$ cat config.mk
export PLATFORM = sky130hd
export DESIGN_NAME = delimited_number_parser
export DESIGN_NICKNAME = d
export VERILOG_FILES = /design/src/rtl/dnp_pkg.sv /design/src/rtl/delimited_number_parser.sv
export VERILOG_INCLUDE_DIRS = /design/src /design/src/rtl
export SDC_FILE = /design/constraint.sdc
export NUM_CORES = 1
export LEC_CHECK = 0
export BUFFER_PORTS_ARGS = -buffer_cell sky130_fd_sc_hd__buf_4
export CORE_MARGIN = 8
export CORE_UTILIZATION = 25
export DETAILED_ROUTE_END_ITERATION = 6
export GPL_ROUTABILITY_DRIVEN = 0
export PLACE_DENSITY = 0.45
export SYNTH_ARGS = -nofsm -noshare
export SYNTH_HDL_FRONTEND = slang
export SYNTH_SLANG_ARGS = --single-unit
$ cat constraint.sdc
create_clock -name aclk -period 8 [get_ports aclk]
set_clock_uncertainty 0.15 [all_clocks]
set_input_delay 1.2 -clock aclk [delete_from_list [all_inputs] [get_ports aclk]]
set_output_delay 1.2 -clock aclk [all_outputs]
set_load 0.02 [all_outputs]
$ cat src/rtl/delimited_number_parser_assert.svh
// assertion macros for the delimited number parser
// no dependencies; included by the top level only
`ifndef DELIMITED_NUMBER_PARSER_ASSERT_SVH
`define DELIMITED_NUMBER_PARSER_ASSERT_SVH

// same-cycle implication, disabled during reset
`define DNP_ASSERT_NOW(label, clk, rst_n, cond, prop, msg) \
    label: assert property (@(posedge clk) disable iff (!rst_n) (cond) |-> (prop)) \
        else $error(msg);

// next-cycle implication, disabled during reset
`define DNP_ASSERT_NEXT(label, clk, rst_n, cond, prop, msg) \
    label: assert property (@(posedge clk) disable iff (!rst_n) (cond) |=> (prop)) \
        else $error(msg);

`endif

$ cat src/rtl/dnp_pkg.sv
// types, codes and character constants for the delimited number parser
// no dependencies; used by delimited_number_parser
`timescale 1ns / 1ps
`default_nettype none

package dnp_pkg;

    localparam int CHAR_W      = 8;
    localparam int CFG_IDX_W   = 2;
    localparam int CFG_DATA_W  = 8;
    localparam int DIGIT_CNT_W = 4;
    localparam int DIGIT_W     = 5;

    localparam logic [DIGIT_CNT_W-1:0] DIGIT_CNT_MAX = 4'hF;

    typedef enum logic [1:0] {
        ST_OK       = 2'd0,
        ST_NO_DIGIT = 2'd1,
        ST_BAD_CHAR = 2'd2,
        ST_TOO_MANY = 2'd3
    } parse_status_t;

    typedef enum logic [CFG_IDX_W-1:0] {
        REG_RADIX_MODE  = 2'd0,
        REG_MAX_DIGITS  = 2'd1,
        REG_SEPARATOR_A = 2'd2,
        REG_SEPARATOR_B = 2'd3
    } cfg_reg_t;

    localparam logic                   RADIX_MODE_RST  = 1'b1;
    localparam logic [DIGIT_CNT_W-1:0] MAX_DIGITS_RST  = 4'd8;
    localparam logic [CHAR_W-1:0]      SEPARATOR_A_RST = 8'd59;
    localparam logic [CHAR_W-1:0]      SEPARATOR_B_RST = 8'd0;

    localparam logic [CHAR_W-1:0] CH_0     = 8'h30;
    localparam logic [CHAR_W-1:0] CH_9     = 8'h39;
    localparam logic [CHAR_W-1:0] CH_UP_A  = 8'h41;
    localparam logic [CHAR_W-1:0] CH_UP_F  = 8'h46;
    localparam logic [CHAR_W-1:0] CH_LO_A  = 8'h61;
    localparam logic [CHAR_W-1:0] CH_LO_F  = 8'h66;
    localparam logic [CHAR_W-1:0] CH_NUL   = 8'h00;

    localparam logic [DIGIT_W-1:0] NOT_DIGIT = 5'd16;

    // digit value of a character, bit 4 set when it is not a digit of the radix
    function automatic logic [DIGIT_W-1:0] digit_of(input logic [CHAR_W-1:0] c,
                                                    input logic hex);
        logic [CHAR_W-1:0] diff;
        logic [DIGIT_W-1:0] d;
        d = NOT_DIGIT;
        if (c >= CH_0 && c <= CH_9) begin
            diff = c - CH_0;
            d    = diff[DIGIT_W-1:0];
        end else if (hex && c >= CH_UP_A && c <= CH_UP_F) begin
            diff = c - CH_UP_A + 8'd10;
            d    = diff[DIGIT_W-1:0];
        end else if (hex && c >= CH_LO_A && c <= CH_LO_F) begin
            diff = c - CH_LO_A + 8'd10;
            d    = diff[DIGIT_W-1:0];
        end
        return d;
    endfunction

endpackage

`default_nettype wire

$ cat src/rtl/delimited_number_parser.sv
// Delimited number parser: one character word in, zero or one result word out.
// Channels: s_* carries one 8-bit character per word; m_* carries a result
// word (value, status, step flag) whenever a field ends at a separator, a bad
// character or the hex digit limit. cfg_* writes the four control registers
// (radix mode, hex digit limit, two separator codes) one per cycle.
// A character taken into the input register is decoded against the accumulator;
// its result word loads into the output register, raising m_tvalid, once the
// output can advance. Throughput: one character per cycle while the output is
// not stalled, set by the single decode and multiply-by-ten or shift-by-four
// add between the input and output register.
// Reset: registers return to hex mode, limit 8, separators 59 and 0;
// the accumulator and digit count clear and both registers are empty.
// Stall: a result word holds in the output register until taken; the input
// register holds one more character, then s_tready falls until room returns.
// Depends on dnp_pkg and delimited_number_parser_assert.svh.
`timescale 1ns / 1ps
`default_nettype none

`include "delimited_number_parser_assert.svh"

module delimited_number_parser #(
    parameter int VALUE_BITS = 32
) (
    input  wire logic                              aclk,
    input  wire logic                              aresetn,
    // character stream
    input  wire logic                              s_tvalid,
    output logic                                   s_tready,
    input  wire logic [dnp_pkg::CHAR_W-1:0]        s_tdata,  // [7:0] char_code
    // result stream
    output logic                                   m_tvalid,
    input  wire logic                              m_tready,
    // number_value, parse_status, step_past_terminator, zero fill
    output logic [((VALUE_BITS+3+7)/8)*8-1:0]      m_tdata,
    // control register writes
    input  wire logic                              cfg_wr_en,
    input  wire logic [dnp_pkg::CFG_IDX_W-1:0]     cfg_index,
    input  wire logic [dnp_pkg::CFG_DATA_W-1:0]    cfg_wdata
);

    localparam int TDATA_W = ((VALUE_BITS + 3 + 7) / 8) * 8;
    localparam int ST_LSB  = VALUE_BITS;
    localparam int STEP_B  = VALUE_BITS + 2;

    // control registers
    logic                                  radix_mode_reg, radix_mode_next;
    logic [dnp_pkg::DIGIT_CNT_W-1:0]       max_digits_reg, max_digits_next;
    logic [dnp_pkg::CHAR_W-1:0]            separator_a_reg, separator_a_next;
    logic [dnp_pkg::CHAR_W-1:0]            separator_b_reg, separator_b_next;

    // input stage
    logic                                  in_valid_reg, in_valid_next;
    logic [dnp_pkg::CHAR_W-1:0]            char_reg, char_next;

    // field state
    logic [VALUE_BITS-1:0]                 acc_reg, acc_next;
    logic [dnp_pkg::DIGIT_CNT_W-1:0]       cnt_reg, cnt_next;

    // output stage
    logic                                  out_valid_reg, out_valid_next;
    logic [TDATA_W-1:0]                    out_data_reg, out_data_next;

    logic                                  advance;
    logic                                  s_take;
    logic                                  is_sep;
    logic                                  at_limit;
    logic [dnp_pkg::DIGIT_W-1:0]           dig;
    logic                                  emit;
    logic [VALUE_BITS-1:0]                 res_value;
    dnp_pkg::parse_status_t                res_status;
    logic                                  res_step;
    logic [VALUE_BITS-1:0]                 acc_digit;
    logic                                  out_load;

    assign advance  = !out_valid_reg || m_tready;
    assign s_tready = !in_valid_reg || advance;
    assign s_take   = s_tvalid && s_tready;
    assign m_tvalid = out_valid_reg;
    assign m_tdata  = out_data_reg;

    // control register writes
    always_comb begin
        radix_mode_next  = radix_mode_reg;
        max_digits_next  = max_digits_reg;
        separator_a_next = separator_a_reg;
        separator_b_next = separator_b_reg;
        if (cfg_wr_en) begin
            case (dnp_pkg::cfg_reg_t'(cfg_index))
                dnp_pkg::REG_RADIX_MODE:  radix_mode_next  = cfg_wdata[0];
                dnp_pkg::REG_MAX_DIGITS:  max_digits_next  =
                    cfg_wdata[dnp_pkg::DIGIT_CNT_W-1:0];
                dnp_pkg::REG_SEPARATOR_A: separator_a_next = cfg_wdata;
                dnp_pkg::REG_SEPARATOR_B: separator_b_next = cfg_wdata;
                default: ;
            endcase
        end
    end

    // character decode against the field state
    always_comb begin
        is_sep    = (char_reg == separator_a_reg) || (char_reg == separator_b_reg);
        at_limit  = radix_mode_reg && (cnt_reg >= max_digits_reg);
        dig       = dnp_pkg::digit_of(char_reg, radix_mode_reg);
        acc_digit = radix_mode_reg
                  ? ((acc_reg << 4) + VALUE_BITS'(dig[3:0]))
                  : ((acc_reg << 3) + (acc_reg << 1) + VALUE_BITS'(dig[3:0]));
        emit       = 1'b1;
        res_value  = acc_reg;
        res_status = dnp_pkg::ST_OK;
        res_step   = 1'b0;
        if (at_limit) begin
            res_status = is_sep ? dnp_pkg::ST_OK : dnp_pkg::ST_TOO_MANY;
            res_step   = is_sep && (char_reg != dnp_pkg::CH_NUL);
        end else if (is_sep) begin
            if (cnt_reg == '0) begin
                res_status = dnp_pkg::ST_NO_DIGIT;
                res_value  = '0;
            end else begin
                res_step   = (char_reg != dnp_pkg::CH_NUL);
            end
        end else if (dig[dnp_pkg::DIGIT_W-1]) begin
            res_status = dnp_pkg::ST_BAD_CHAR;
        end else begin
            emit = 1'b0;
        end
    end

    assign out_load = in_valid_reg && advance && emit;

    always_comb begin
        in_valid_next = in_valid_reg;
        char_next     = char_reg;
        if (s_take) begin
            in_valid_next = 1'b1;
            char_next     = s_tdata;
        end else if (advance) begin
            in_valid_next = 1'b0;
        end

        acc_next = acc_reg;
        cnt_next = cnt_reg;
        if (in_valid_reg && advance) begin
            if (emit) begin
                acc_next = '0;
                cnt_next = '0;
            end else begin
                acc_next = acc_digit;
                if (cnt_reg != dnp_pkg::DIGIT_CNT_MAX) begin
                    cnt_next = cnt_reg + 1'b1;
                end
            end
        end

        out_data_next = out_data_reg;
        if (out_load) begin
            out_data_next                      = '0;
            out_data_next[VALUE_BITS-1:0]      = res_value;
            out_data_next[ST_LSB+1:ST_LSB]     = res_status;
            out_data_next[STEP_B]              = res_step;
        end

        out_valid_next = out_valid_reg;
        if (out_load) begin
            out_valid_next = 1'b1;
        end else if (m_tready) begin
            out_valid_next = 1'b0;
        end
    end

    always_ff @(posedge aclk) begin
        if (!aresetn) begin
            radix_mode_reg  <= dnp_pkg::RADIX_MODE_RST;
            max_digits_reg  <= dnp_pkg::MAX_DIGITS_RST;
            separator_a_reg <= dnp_pkg::SEPARATOR_A_RST;
            separator_b_reg <= dnp_pkg::SEPARATOR_B_RST;
            in_valid_reg    <= 1'b0;
            acc_reg         <= '0;
            cnt_reg         <= '0;
            out_valid_reg   <= 1'b0;
        end else begin
            radix_mode_reg  <= radix_mode_next;
            max_digits_reg  <= max_digits_next;
            separator_a_reg <= separator_a_next;
            separator_b_reg <= separator_b_next;
            in_valid_reg    <= in_valid_next;
            acc_reg         <= acc_next;
            cnt_reg         <= cnt_next;
            out_valid_reg   <= out_valid_next;
        end
    end

    // payload registers
    always_ff @(posedge aclk) begin
        char_reg     <= char_next;
        out_data_reg <= out_data_next;
    end

    // checks
    `DNP_ASSERT_NOW(a_no_digit_zero, aclk, aresetn,
        m_tvalid && (m_tdata[ST_LSB+1:ST_LSB] == dnp_pkg::ST_NO_DIGIT),
        m_tdata[VALUE_BITS-1:0] == '0, "no-digit result carries a non-zero value")
    `DNP_ASSERT_NOW(a_step_only_ok, aclk, aresetn,
        m_tvalid && m_tdata[STEP_B],
        m_tdata[ST_LSB+1:ST_LSB] == dnp_pkg::ST_OK, "step flag set on an error result")
    `DNP_ASSERT_NEXT(a_field_cleared, aclk, aresetn, out_load,
        (acc_reg == '0) && (cnt_reg == '0), "field state not cleared after a result")
    `DNP_ASSERT_NEXT(a_input_held, aclk, aresetn, in_valid_reg && !advance,
        in_valid_reg && $stable(char_reg), "pending character lost during stall")

endmodule

`default_nettype wire
Word level (Yosys, flattened, before mapping)
Index checks and enable logic that the tools add are counted.
{"block": "word_totals", "wordCells": 83, "output_inout_bits": 42, "inputBits": 23, "reg_bits": 102}
{"block": "classes", "add_sub_neg": 9, "n_reduce_logical": 26, "magnitude_cmp": 7, "n_mux": 25, "n_eq_ne": 6}
{"operator": "$mux W32", "n": 5}
{"operator": "$add A32 B4 Y32", "n": 2}
{"operator": "$add A32 B32 Y32", "n": 1}
{"operator": "$eq A8 B8 Y1", "n": 2}
{"operator": "$ge A8 B7 Y1 const B", "n": 2}
{"operator": "$le A8 B7 Y1 const B", "n": 2}
{"operator": "$mux W5", "n": 3}
{"operator": "$mux W1", "n": 11}
{"operator": "$add A5 B4 Y5 const B", "n": 2}
{"operator": "$logic_and A1 B1 Y1", "n": 10}
{"operator": "$reduce_and A2 Y1", "n": 5}
{"operator": "$sub A5 B1 Y5 const B", "n": 2}
{"operator": "$ge A8 B6 Y1 const B", "n": 1}
{"operator": "$le A8 B6 Y1 const B", "n": 1}
{"operator": "$mux W2", "n": 4}
{"operator": "$mux W4", "n": 2}
{"operator": "$reduce_bool A8 Y1", "n": 1}
{"operator": "$reduce_bool A2 Y1", "n": 3}
{"operator": "$sub A5 B5 Y5 const B", "n": 1}
{"operator": "$add A4 B1 Y4 const B", "n": 1}
{"operator": "$eq A2 B2 Y1 const B", "n": 2}
{"operator": "$ge A4 B4 Y1", "n": 1}
{"operator": "$logic_not A4 Y1", "n": 1}
{"operator": "$ne A4 B4 Y1 const B", "n": 1}
{"operator": "other kinds (4)", "n": 7}

Longest topological paths before layout
Gate-level depths: netlist of the first run.
{"block": "depth", "depth_word": 11, "depth_mapped": 17, "depth_no_buf": 17}

Worst setup path after synthesis of the first run
Ideal clock, no wire load.
{"block": "synth_path", "kind": "input-to-reg", "start": "input m_tready", "end": "register out_data_reg[0], in the netlist m_tdata[0] (enable)", "arrival_ps": 3459, "required_time_ps": 7421, "slack_ps": 3963, "setup_ps": 429, "path_buffers": 2, "stages": 5, "path_cell_list": "nand2b_1 nand2_1 clkbuf_1 clkbuf_1 nor2_1"}
{"block": "synth_via", "elab_chain_len": 3}
{"element": "start: declaration", "line": "delimited_number_parser.sv:32", "source": "input wire logic m_tready,"}
{"element": "$logic_or A1 B1 Y1", "line": "delimited_number_parser.sv:75", "source": "assign advance = !out_valid_reg || m_tready;"}
{"element": "$logic_and A1 B1 Y1 (2 in a row)", "line": "delimited_number_parser.sv:128", "source": "assign out_load = in_valid_reg && advance && emit;"}
{"element": "named net out_load", "line": "delimited_number_parser.sv:73", "source": "logic out_load;"}
{"element": "end signal: assignment", "line": "delimited_number_parser.sv:195", "source": "out_data_reg <= out_data_next;"}
{"element": "end: declaration", "line": "delimited_number_parser.sv:61", "source": "logic [TDATA_W-1:0] out_data_reg, out_data_next;"}
The timed path passes the listed nets, and every way through them passes these cells.
A chain may end at the register's enable or synchronous reset.

Worst setup path after layout of the first run
{"block": "layout_path", "start": "register char_reg[0] (netlist bit)", "end": "register acc_reg[27]"}
{"block": "layout_via", "elab_chain_len": 10, "elab_cells_between_ends": 29, "classes_between": "7 x add/sub; 6 x order compare; 2 x eq/ne; 8 x mux; 6 x reduce/logical"}
{"element": "start: declaration", "line": "delimited_number_parser.sv:53", "source": "logic [dnp_pkg::CHAR_W-1:0] char_reg, char_next;"}
{"element": "start signal: assignment", "line": "delimited_number_parser.sv:194", "source": "char_reg <= char_next;"}
{"element": "branches (longest 9 deep; another with $add A32 B4 Y32)"}
{"element": "$mux W32 (*)", "line": "delimited_number_parser.sv:143", "source": "if (emit) begin"}
{"element": "end signal: assignment", "line": "delimited_number_parser.sv:186", "source": "acc_reg <= acc_next;"}
{"element": "end: declaration", "line": "delimited_number_parser.sv:56", "source": "logic [VALUE_BITS-1:0] acc_reg, acc_next;"}
Mark *: on every way between the ends.

==> results by group, run 1 <==
Status
  – Outcome: completed

Power and ir drop
  – Combinational Power Share: 8.3%
  – Total design power: 1.11 mW
  – Pwr dens: 142 nW/um2
  – Leak Pwr: 3.20 nW
  – Switching fraction of total power: 26.5%
  – Int Pwr: 0.814 mW
  – Sequential share of power: 51.0%
  – Peak VDD IR: 0.0894 mV
  – Clk pwr share: 40.7%
  – Net switching power: 0.294 mW

Global route
  – Initial antenna violation count: 0
  – First-pass GRT wire length: 28.8 mm
  – Final global-route overflow total: 0
  – Tot GR Track Use: 10.9%
  – Largest net degree at the start of global routing: 53
  – Vias in the first global route: 5418

Clock tree
  – Hold Buf Count CTS: 0
  – CTS buffer count: 9
  – H-tree depth: 3
  – Postcts setup bufs: 0
  – Clock root buffer: clkbuf_16
  – CTS sink cnt: 102
  – Clk buf depth: 2
  – Post-CTS sizing: 0
  – CTS tree: done
  – Clock-pin slew on the worst setup and hold paths: 80 ps
  – Clk_lat worst skew: 370 ps

Routing
  – WL per Instance: 15.9 um
  – First DRT Iteration DRCs: 200
  – Final antenna-violating net count: 0
  – Vias per std cell: 4.78
  – Post-Route WL: 17.6 mm
  – Final routed DRC violation total: 0
  – Via Count: 5266
  – DRT Pass-1 Iters: 4

Logic synthesis
  – Area contributors post-synth: edfxtp_1 (19%), dfxtp_1 (18%), ha_1 (13%)
  – Yosys warns: 0
  – Top FF cell, synth: dfxtp_1
  – Post-synth EDFFs: 43
  – Synth Instances: 707
  – Flops & latches, synth: 102
  – Area leader, netlist: edfxtp_1
  – Register area share after synthesis: 37.0%
  – Async SR Flop Fraction: 0%
  – Post-Syn Area: 6690 um2
  – Yosys top cell area share: 19.3%
  – Syn avg cell area: 9.46 um2
  – Synth unique cells: 72

Min path
  – Hold Path Class: reg2reg

Worst setup path
  – Worst Setup Path Type: reg2reg
  – Critical Path Sink Type: flop
  – Worst path arrival time: 4740 ps
  – Worst Setup Start Kind: flop
  – Maximum fanout along the worst path: 6
  – Crit path required time: 8100 ps

Placement
  – DP HPWL: 13.4 mm
  – PortBufs: 59
  – Placed insts: 1086

Floorplan
  – Die height: 180 um
  – Core area: 26600 um2
  – Die W: 180 um
  – Initial core utilization: 25.2%
  – Ports: 65
  – FP Rows: 60
  – Full die area: 32200 um2

STA
  – Final Hold Fails: 0
  – Fmax: 215 MHz
  – Max-slew violations: 0
  – Tmin final: 4640 ps
  – RSZ-0062 raised after global routing: no
  – Fin Setup TNS: 0 ps
  – Final setup viols: 0
  – Max-slew headroom: 27.8%
  – Crit share post-route: 58.0%
  – Slew @ Worst Pin: 1070 ps

Layout
  – Non-filler cells in the finished layout: 1102
  – Nets@finish: 848
  – # diodes: 0
  – Max reg flops: 35
  – Commonest non-fill, non-tap cell in the layout: nand2_1
  – Share of layout cells above drive strength 1: 13.7%
  – Area delta synth->final: 16.3%
  – Area occupied by multi-input gates: 4040 um2
  – Commonest cells after routing, fill and taps aside: nand2_1 (78), ha_1 (67), buf_4 (65)
  – Storage element area: 2470 um2
  – FILL cells: 2903

Job
  – Number of max-cap violations: 0
[power by group through the flow]
stage	Clock (mW)	Combinational, mW	Sequential (mW)
floorplan	0	0.0514	0.583
global placement	0	0.0944	0.577
detailed placement	0	0.0942	0.577
CTS	0.472	0.0943	0.565
global route	0.489	0.101	0.567
finish	0.451	0.0922	0.565
[metal layers]
| metal | vias to the layer above | GRT usage, % | share of wire [%] |
|---|---|---|---|
| met5 | - | 0 | 0 |
| met4 | 0 | 3.23 | 1.1 |
| met3 | 15 | 2.46 | 4.2 |
| met2 | 89 | 17.7 | 46 |
| met1 | 2450 | 14.3 | 48 |
| li1 | 2712 | - | - |
[synth_stat cells (all sizes together) (3+ instances only)]
library cell,n
nor2b,58
nand3,25
o21bai,3
a2111oi,3
o21ai,31
a21oi,37
nand4,9
a32oi,8
mux2,3
a22oi,6
mux2i,13
o2111ai,4
nor2,27
nor4,7
a211o,5
clkbuf,21
inv,15
dfxtp,59
a21boi,13
o211ai,10
edfxtp,43
and2,5
nand3b,4
or2,5
xor2,10
a22o,4
nand2b,7
and3,5
nand2,79
or3,5
ha,67
o21a,4
buf,10
a32o,5
a21o,19
xnor2,23
a31oi,7
a211oi,7
o31ai,7
nor3,6
[metrics by stage]
stage	hold slack (ps)	util (%)	worst slack [ps]	cell area, um2
after floorplan	269	-	3960	6700
after global placement	326	28.1	3450	7480
after detailed placement	328	28.1	3370	7480
after CTS	341	29.3	3350	7780
after global routing	367	29.3	2940	7780
final	336	29.3	3360	7780
[cell type report]
cell class | instances | share of cell area, %
clock buffer | 9 | 2.90
timing repair buffer | 65 | 6.27
inverter | 15 | 0.724
tap | 341 | 5.49
clock inverter | 7 | 0.949
multi-input combinational | 563 | 51.9
sequential | 102 | 31.8
[worst max-delay path: stages (launching register included)]
cell,delay (ps)
edfxtp_1,480
inv_1,100
ha_1,230
nor3b_1,160
nor4_4,370
o22a_1,220
fa_1,440
ha_1,310
a211oi_1,60
o21ai_0,490
o21ai_0,310
a211oi_1,510
nor2_1,170
o2111a_1,260
a211o_1,260
[logic make-up (layout without fill, tap and decap cells)]
family	count (synthesis)	after routing	share of synthesized area, %
and+or+nand+nor	251	251	19.9
AOI/OAI and AO/OA	189	189	20.2
DFF	102	102	37.0
adders and majority gates	69	69	13.1
buffers and inverters	46	96	3.03
xor gates and xnor gates	33	33	4.32
muxes	16	16	2.45
other	1	5	0.0561
[final timing paths]
check	startpoint	to	slack [ps]	cells past startpoint
max	char_reg[0]	acc_reg[27]	3360	14
min	separator_a_reg[7]	separator_a_reg[7]	340	2
max reg2reg	char_reg[0]	acc_reg[27]	3360	14
min reg2reg	separator_a_reg[7]	separator_a_reg[7]	340	2
Note: power is estimated with default switching activity, not from simulation.
==> run 2, diff against run 1 <==
Settings changed: ABC_AREA set to 1.
Clock period 8 ns to 4.5 ns, I/O delays scaled along.
==> run 2 against run 1 <==
Sequential cell count unchanged. Critical path depth grew 10. Register-to-register slack got worse by 2600 ps. Combinational power is 100% higher. First-iteration DRC count grew 66%. Sequential power is 79% higher. Synthesized cell count is 52% higher. Global-route usage grew 1.2 points. Final cell count up 38%. Sequential share of layout area decreased by 2.9 points. Die area increased by 10%. Area after synthesis up 11%. Critical endpoint is now acc_reg[18]. Highest routed layer unchanged.
==> results by group, run 2 <==
Layout
  – # diodes: 0 (unchanged)
  – Share of layout cells above drive strength 1: 12.0% (-1.7 points)
  – Area delta synth->final: 15.4%
  – Commonest cells after routing, fill and taps aside: nand2_1 (318), inv_1 (183), nor2_1 (109)
  – Commonest non-fill, non-tap cell in the layout: nand2_1
  – Nets@finish: 1220 (+44%)
  – Max reg flops: 35 (unchanged)

Min path
  – Hold Path Class: reg2reg
  – Worst min-delay path startpoint: separator_b_reg[4]
  – Depth of the worst hold-timing path: 2 (unchanged)
  – WHS Endpoint: separator_b_reg[4]

Clock tree
  – H-tree depth: 3 (unchanged)
  – Clk_lat worst skew: 370 ps (about the same)
  – Hold Buf Count CTS: 0 (unchanged)
  – Post-CTS sizing: 0 (unchanged)
  – Clk buf depth: 2 (unchanged)
  – Clock-pin slew on the worst setup and hold paths: 80 ps (about the same)
  – Clock root buffer: clkbuf_16
  – CTS buffer count: 9 (unchanged)
  – CTS sink cnt: 102 (unchanged)
  – Postcts setup bufs: 0 (unchanged)
  – CTS tree: done

STA
  – Crit share post-route: 82.8% (+25 points)
  – Max-slew violations: 0 (unchanged)
  – Fmax: 268 MHz (+25%)
  – Final Hold Fails: 0 (unchanged)
  – Fin Hold WS: 312 ps (-24.0 ps)
  – Tmin final: 3730 ps (-917 ps)
  – RSZ-0062 raised after global routing: no
  – Slew @ Worst Pin: 586 ps (-488 ps)
  – Fin Setup TNS: 0 ps (unchanged)
  – Final setup viols: 0 (unchanged)
  – Max-slew headroom: 60.8% (+33 points)

Logic synthesis
  – Area leader, netlist: edfxtp_1
  – Top FF cell, synth: dfxtp_1
  – Synth unique cells: 43 (-40%)
  – Flops & latches, synth: 102 (unchanged)
  – List of most frequent post-synthesis cells: nand2_1 (318), inv_1 (184), nor2_1 (109)
  – Most numerous cell in the Yosys netlist: nand2_1
  – Syn avg cell area: 6.93 um2 (-27%)
  – Async SR Flop Fraction: 0% (unchanged)
  – Post-synth EDFFs: 43 (unchanged)
  – Synth Instances: 1072 (+52%)
  – Yosys top cell area share: 17.4% (-1.9 points)
  – Register area share after synthesis: 33.3% (-3.7 points)
  – Area contributors post-synth: edfxtp_1 (17%), nand2_1 (16%), dfxtp_1 (16%)
  – Post-Syn Area: 7430 um2 (+11%)
  – Yosys warns: 0 (unchanged)

Worst setup path
  – Worst Setup Path Type: reg2reg
  – Worst path arrival time: 3880 ps (-860 ps)
  – Crit-path slowest cell: edfxtp_1
  – Maximum fanout along the worst path: 8 (+2)
  – Critical Path, Cell by Cell: inv_1 > ha_1 > nand2_1 > nand3_1 > nand2_2 > inv_2 > a21o_2 > nand2_1 > inv_1 > ha_1 > ha_1 > inv_1 > fa_1 > inv_1 > nand3_1 > nand3_1 > nand2_1 > nand2_1 > nand2_1 > nand2_1 > nand2_1 > nand3_1 > nand3_2 > a21oi_2
  – Critical Path Sink Type: flop
  – Worst stage delay on the critical path: 500 ps (about the same)
  – Cell mode on critical path: nand2_1
  – FF-to-FF End: acc_reg[18]
  – CP bufs+invs: 5 (+4)
  – Worst Setup Start Kind: flop
  – Worst r2r src: char_reg[0]
  – Family with the most delay on the worst path: simple AND/OR/NAND/NOR gates
  – Crit path required time: 4650 ps (-3450 ps)
  – Flop-to-flop setup slack: 770 ps (-2580 ps)
  – Depth of the worst register-to-register path: 24 (+10)

Floorplan
  – Die height: 188 um (+4.9%)
  – Core area: 29500 um2 (+11%)
  – FP Rows: 63 (+5.0%)
  – Full die area: 35500 um2 (+10%)
  – Die W: 188 um (+4.9%)
  – Initial core utilization: 25.2% (+0.028 points)
  – Ports: 65 (unchanged)

Placement
  – PortBufs: 59 (unchanged)
  – DP HPWL: 16.2 mm (+21%)

Routing
  – DRT Pass-1 Iters: 5 (+1)
  – Final routed DRC violation total: 0 (unchanged)
  – Via Count: 6524 (+24%)
  – Vias per std cell: 4.28 (-10%)
  – Final antenna-violating net count: 0 (unchanged)
  – Post-Route WL: 21.1 mm (+20%)
  – First DRT Iteration DRCs: 332 (+66%)
  – WL per Instance: 13.9 um (-13%)

Job
  – Number of max-cap violations: 0 (unchanged)

Status
  – Outcome: completed

Global route
  – Initial antenna violation count: 0 (unchanged)
  – Tot GR Track Use: 12.2% (+1.2 points)
  – Final global-route overflow total: 0 (unchanged)
  – Vias in the first global route: 6606 (+22%)
  – Largest net degree at the start of global routing: 33 (-38%)
  – First-pass GRT wire length: 34.5 mm (+20%)

Power and ir drop
  – Leak Pwr: 4.10 nW (+28%)
  – Pwr dens: 239 nW/um2 (+68%)
  – Peak VDD IR: 0.142 mV (+59%)
## run 2: cell count changes after synthesis, moves of 17 or more
| cell | before | now |
|---|---|---|
| nand2_1 | 78 | 318 |
| inv_1 | 15 | 184 |
| nor2_1 | 27 | 109 |
| nor2b_1 | 58 | 0 |
| nand3_1 | 25 | 74 |
| a21oi_2 | 1 | 20 |
| a21o_1 | 19 | 1 |
| a21oi_1 | 36 | 53 |
## run 2: tightest hold or removal path, cell delays in order, from the launching register on
cell	delay (ps)
dfxtp_1	330
inv_1	50
a21oi_1	50
## run 2: logic make-up (layout without fill, tap and decap cells)
kind of cell | Yosys count | after routing | share of synthesized area (%)
and+or+nand+nor | 552 | 552 | 31.5
buffers and inverters | 214 | 271 | 11.9
AOI/OAI and AO/OA | 114 | 114 | 9.06
DFF | 102 | 102 | 33.3
adders and majority gates | 69 | 69 | 11.8
xor gates and xnor gates | 20 | 20 | 2.36
other | 1 | 5 | 0.0505
## run 2: per-layer routing
layer | track usage, % | up-vias | share of wire, %
met3 | 2.27 | 13 | 3.8
met2 | 20.9 | 105 | 47
met1 | 15.4 | 2936 | 48
li1 | - | 3470 | -
met5 | 0 | - | 0
met4 | 3.07 | 0 | 1.3
## run 2: final cells by class
| cell class | instances | area [um2] |
|---|---|---|
| clock inverters | 6 | 60.1 |
| multi-input cells | 760 | 4090 |
| flip-flops and latches | 102 | 2470 |
| well taps | 390 | 488 |
| inverters | 189 | 714 |
| clock buffers | 10 | 250 |
| repair buffers | 66 | 495 |
| fillers | 3327 | 20900 |
## run 2: how the worst max path moves through the flow
stage	start	end	slack [ps]	depth (start not counted)
2_1_floorplan	char_reg[0]	acc_reg[18]	1170	21
3_5_place_dp	char_reg[0]	acc_reg[18]	790	24
5_1_grt	char_reg[0]	acc_reg[18]	420	22
3_3_place_gp	char_reg[0]	acc_reg[18]	890	22
4_1_cts	char_reg[0]	acc_reg[18]	780	22
6_report	char_reg[0]	acc_reg[18]	770	24
## run 2: metrics by stage
stage	power, mW	setup WS [ps]	instance area (um2)	util [%]	instances
6_report	2.05	775	8570	29.1	1523
5_1_grt	2.13	416	8570	29.1	1523
4_1_cts	2.08	778	8570	29.1	1523
3_5_place_dp	1.22	787	8260	28.0	1507
3_3_place_gp	1.22	886	8260	28.0	1507
2_1_floorplan	1.15	1170	7440	-	1076
## run 2: power breakdown
group	internal (mW)	switching [mW]	leakage, nW
registers	0.990	0.0188	0.906
logic	0.0638	0.125	3.04
clock network	0.426	0.423	0.154
total	1.48	0.566	4.10
==> run 3, diff against run 2 <==
Clock period 4.5 ns to 3.8 ns, I/O delays scaled along.
==> run 3 against run 2 <==
Worst hold slack worse by 81 ps. Register-to-register slack worse by 470 ps. Worst setup slack lost 470 ps. Power grew 19%. Core utilization increased by 0.22 points. Wire length rose by 0.25%. Critical endpoint is now acc_reg[19]. Largest cell class unchanged. Highest routed layer unchanged.
==> results by group, run 3 (synthesis results as in run 2) <==
Status
  – Outcome: completed

Layout
  – Commonest non-fill, non-tap cell in the layout: nand2_1
  – Storage element area: 2470 um2 (unchanged)
  – Fin area: 8630 um2 (+0.74%)
  – FILL cells: 3378 (+1.5%)
  – Commonest cells after routing, fill and taps aside: nand2_1 (317), inv_1 (182), nor2_1 (109)
  – Nets@finish: 1224 (+0.33%)
  – Max reg flops: 35 (unchanged)
  – Area occupied by multi-input gates: 4120 um2 (+0.67%)
  – Share of layout cells above drive strength 1: 12.9% (+0.93 points)
  – Area delta synth->final: 16.2%
  – # diodes: 0 (unchanged)

Global route
  – GR Layer Usage met2: 20.5% (-0.43 points)
  – Largest net degree at the start of global routing: 33 (unchanged)
  – Met3 Use GR: 2.59% (+0.31 points)
  – Gr busiest metal: met2
  – Final global-route overflow total: 0 (unchanged)
  – Initial antenna violation count: 0 (unchanged)
  – Vias in the first global route: 6558 (-0.73%)
  – First-pass GRT wire length: 34.5 mm (-0.16%)
  – Tot GR Track Use: 12.1% (-0.042 points)
  – Met1 usage: 15.2% (-0.22 points)

Routing
  – DRT Pass-1 Iters: 4 (-1)
  – Vias per std cell: 4.27 (-0.37%)
  – First DRT Iteration DRCs: 275 (-17%)
  – WL per Instance: 13.9 um (about the same)
  – Final antenna-violating net count: 0 (unchanged)
  – Post-Route WL: 21.2 mm (+0.25%)
  – Via Count: 6517 (-0.11%)
  – Final routed DRC violation total: 0 (unchanged)

Placement
  – Post-Place Worst Slack: 189 ps (-598 ps)
  – PortBufs: 59 (unchanged)
  – DP HPWL: 16.2 mm (+0.26%)
  – DP Area: 8280 um2 (+0.27%)

STA
  – Tmin final: 3500 ps (-230 ps)
  – Fmax: 286 MHz (+6.6%)
  – Final worst slack: 304 ps (-470 ps)
  – Final Hold Fails: 0 (unchanged)
  – Crit share post-route: 92.0% (+9.2 points)
  – Max-slew violations: 0 (unchanged)
  – Final setup viols: 0 (unchanged)
  – Max-slew headroom: 55.0% (-5.8 points)
  – Slew @ Worst Pin: 671 ps (+85.0 ps)

Worst setup path
  – Worst Setup Start Kind: flop
  – Crit path required time: 3940 ps (-710 ps)
  – Worst path arrival time: 3640 ps (-240 ps)
  – Worst Setup Path Type: reg2reg
  – Critical Path Sink Type: flop
  – Maximum fanout along the worst path: 6 (-2)

Power and ir drop
  – Peak VDD IR: 0.215 mV (+51%)
  – Leak Pwr: 4.14 nW (+0.79%)
  – Pwr dens: 282 nW/um2 (+18%)

Clock tree
  – CTS buffer count: 9 (unchanged)
  – H-tree depth: 3 (unchanged)
  – CTS tree: done
  – Clk buf depth: 2 (unchanged)
  – Clock-pin slew on the worst setup and hold paths: 80 ps (about the same)
  – CTS sink cnt: 102 (unchanged)
  – Clock root buffer: clkbuf_16
  – Clk_lat worst skew: 360 ps (about the same)

Floorplan
  – Ports: 65 (unchanged)
  – Die W: 188 um (unchanged)
  – Die height: 188 um (unchanged)
  – Full die area: 35500 um2 (unchanged)
  – Core area: 29500 um2 (unchanged)
  – FP Rows: 63 (unchanged)
  – Initial core utilization: 25.2% (unchanged)

Min path
  – Hold Path Class: in2reg

Job
  – Number of max-cap violations: 0 (unchanged)
-- run 3: cell types whose count changed in the layout (fill, tap and decap cells not counted), moves of 2 or more --
cell,previous run,this run
buf_4,66,70
clkinv_4,2,0
ha_1,67,65
ha_2,0,2
inv_4,0,2
inv_8,3,1
nand3_1,74,72
-- run 3: routing by layer --
metal	wire, um	up-vias
li1	-	3467
met1	10100	2924
met2	9810	102
met3	830	24
met4	447	0
met5	0	-
-- run 3: worst paths after layout --
check,startpoint,to,slack (ps),cells past startpoint
setup reg to reg,char_reg[0],acc_reg[19],300,22
setup / recovery,char_reg[0],acc_reg[19],300,22
hold / removal,s_tdata[4],char_reg[4],230,1
hold reg to reg,separator_b_reg[6],separator_b_reg[6],310,2
-- run 3: metrics by stage --
step | hold slack [ps] | cells | TNS [ps] | total power [mW] | util (%)
after floorplan | 285 | 1076 | 0 | 1.36 | -
after detailed placement | 298 | 1510 | 0 | 1.45 | 28.1
after global placement | 296 | 1510 | 0 | 1.45 | 28.1
final | 231 | 1527 | 0 | 2.44 | 29.3
after CTS | 214 | 1526 | 0 | 2.49 | 29.2
after global routing | 209 | 1527 | -5.03 | 2.55 | 29.3
-- run 3: worst max-delay path, stage by stage (launching register included) --
cell,delay (ps)
edfxtp_1,430
inv_1,80
ha_1,220
nand2_1,90
nand3_1,80
nand2_2,110
inv_2,50
o21ai_0,150
inv_1,80
fa_1,370
ha_2,400
nand2_1,100
nand2_1,80
nand2_1,60
nand2_1,60
nand2_1,50
nand3b_1,300
nand2_1,140
nand2_1,80
nand2_1,50
nand3_1,80
nand3_1,90
a21oi_1,130
-- run 3: cell type report --
class / instances / area share [%]
Multi-Input combinational cell: 760 / 47.7
Timing Repair Buffer: 70 / 6.09
Clock inverter: 5 / 0.478
Clock buffer: 11 / 3.19
Inverter: 189 / 8.28
Tap cell: 390 / 5.65
Sequential cell: 102 / 28.6
-- run 3: repair_timing --
| action | CTS | global route |
|---|---|---|
| buffers inserted | 0 | 1 |
| hold endpoints to repair | 0 | 0 |
| setup endpoints to repair | 0 | 17 |
| gates resized for setup | 0 | 8 |
| hold buffers | 0 | 0 |
-- run 3: where the power goes --
group | leakage, nW | switching (mW) | internal, mW
combinational | 3.07 | 0.149 | 0.0787
sequential | 0.906 | 0.0210 | 1.17
clock | 0.160 | 0.478 | 0.536
total | 4.13 | 0.649 | 1.79
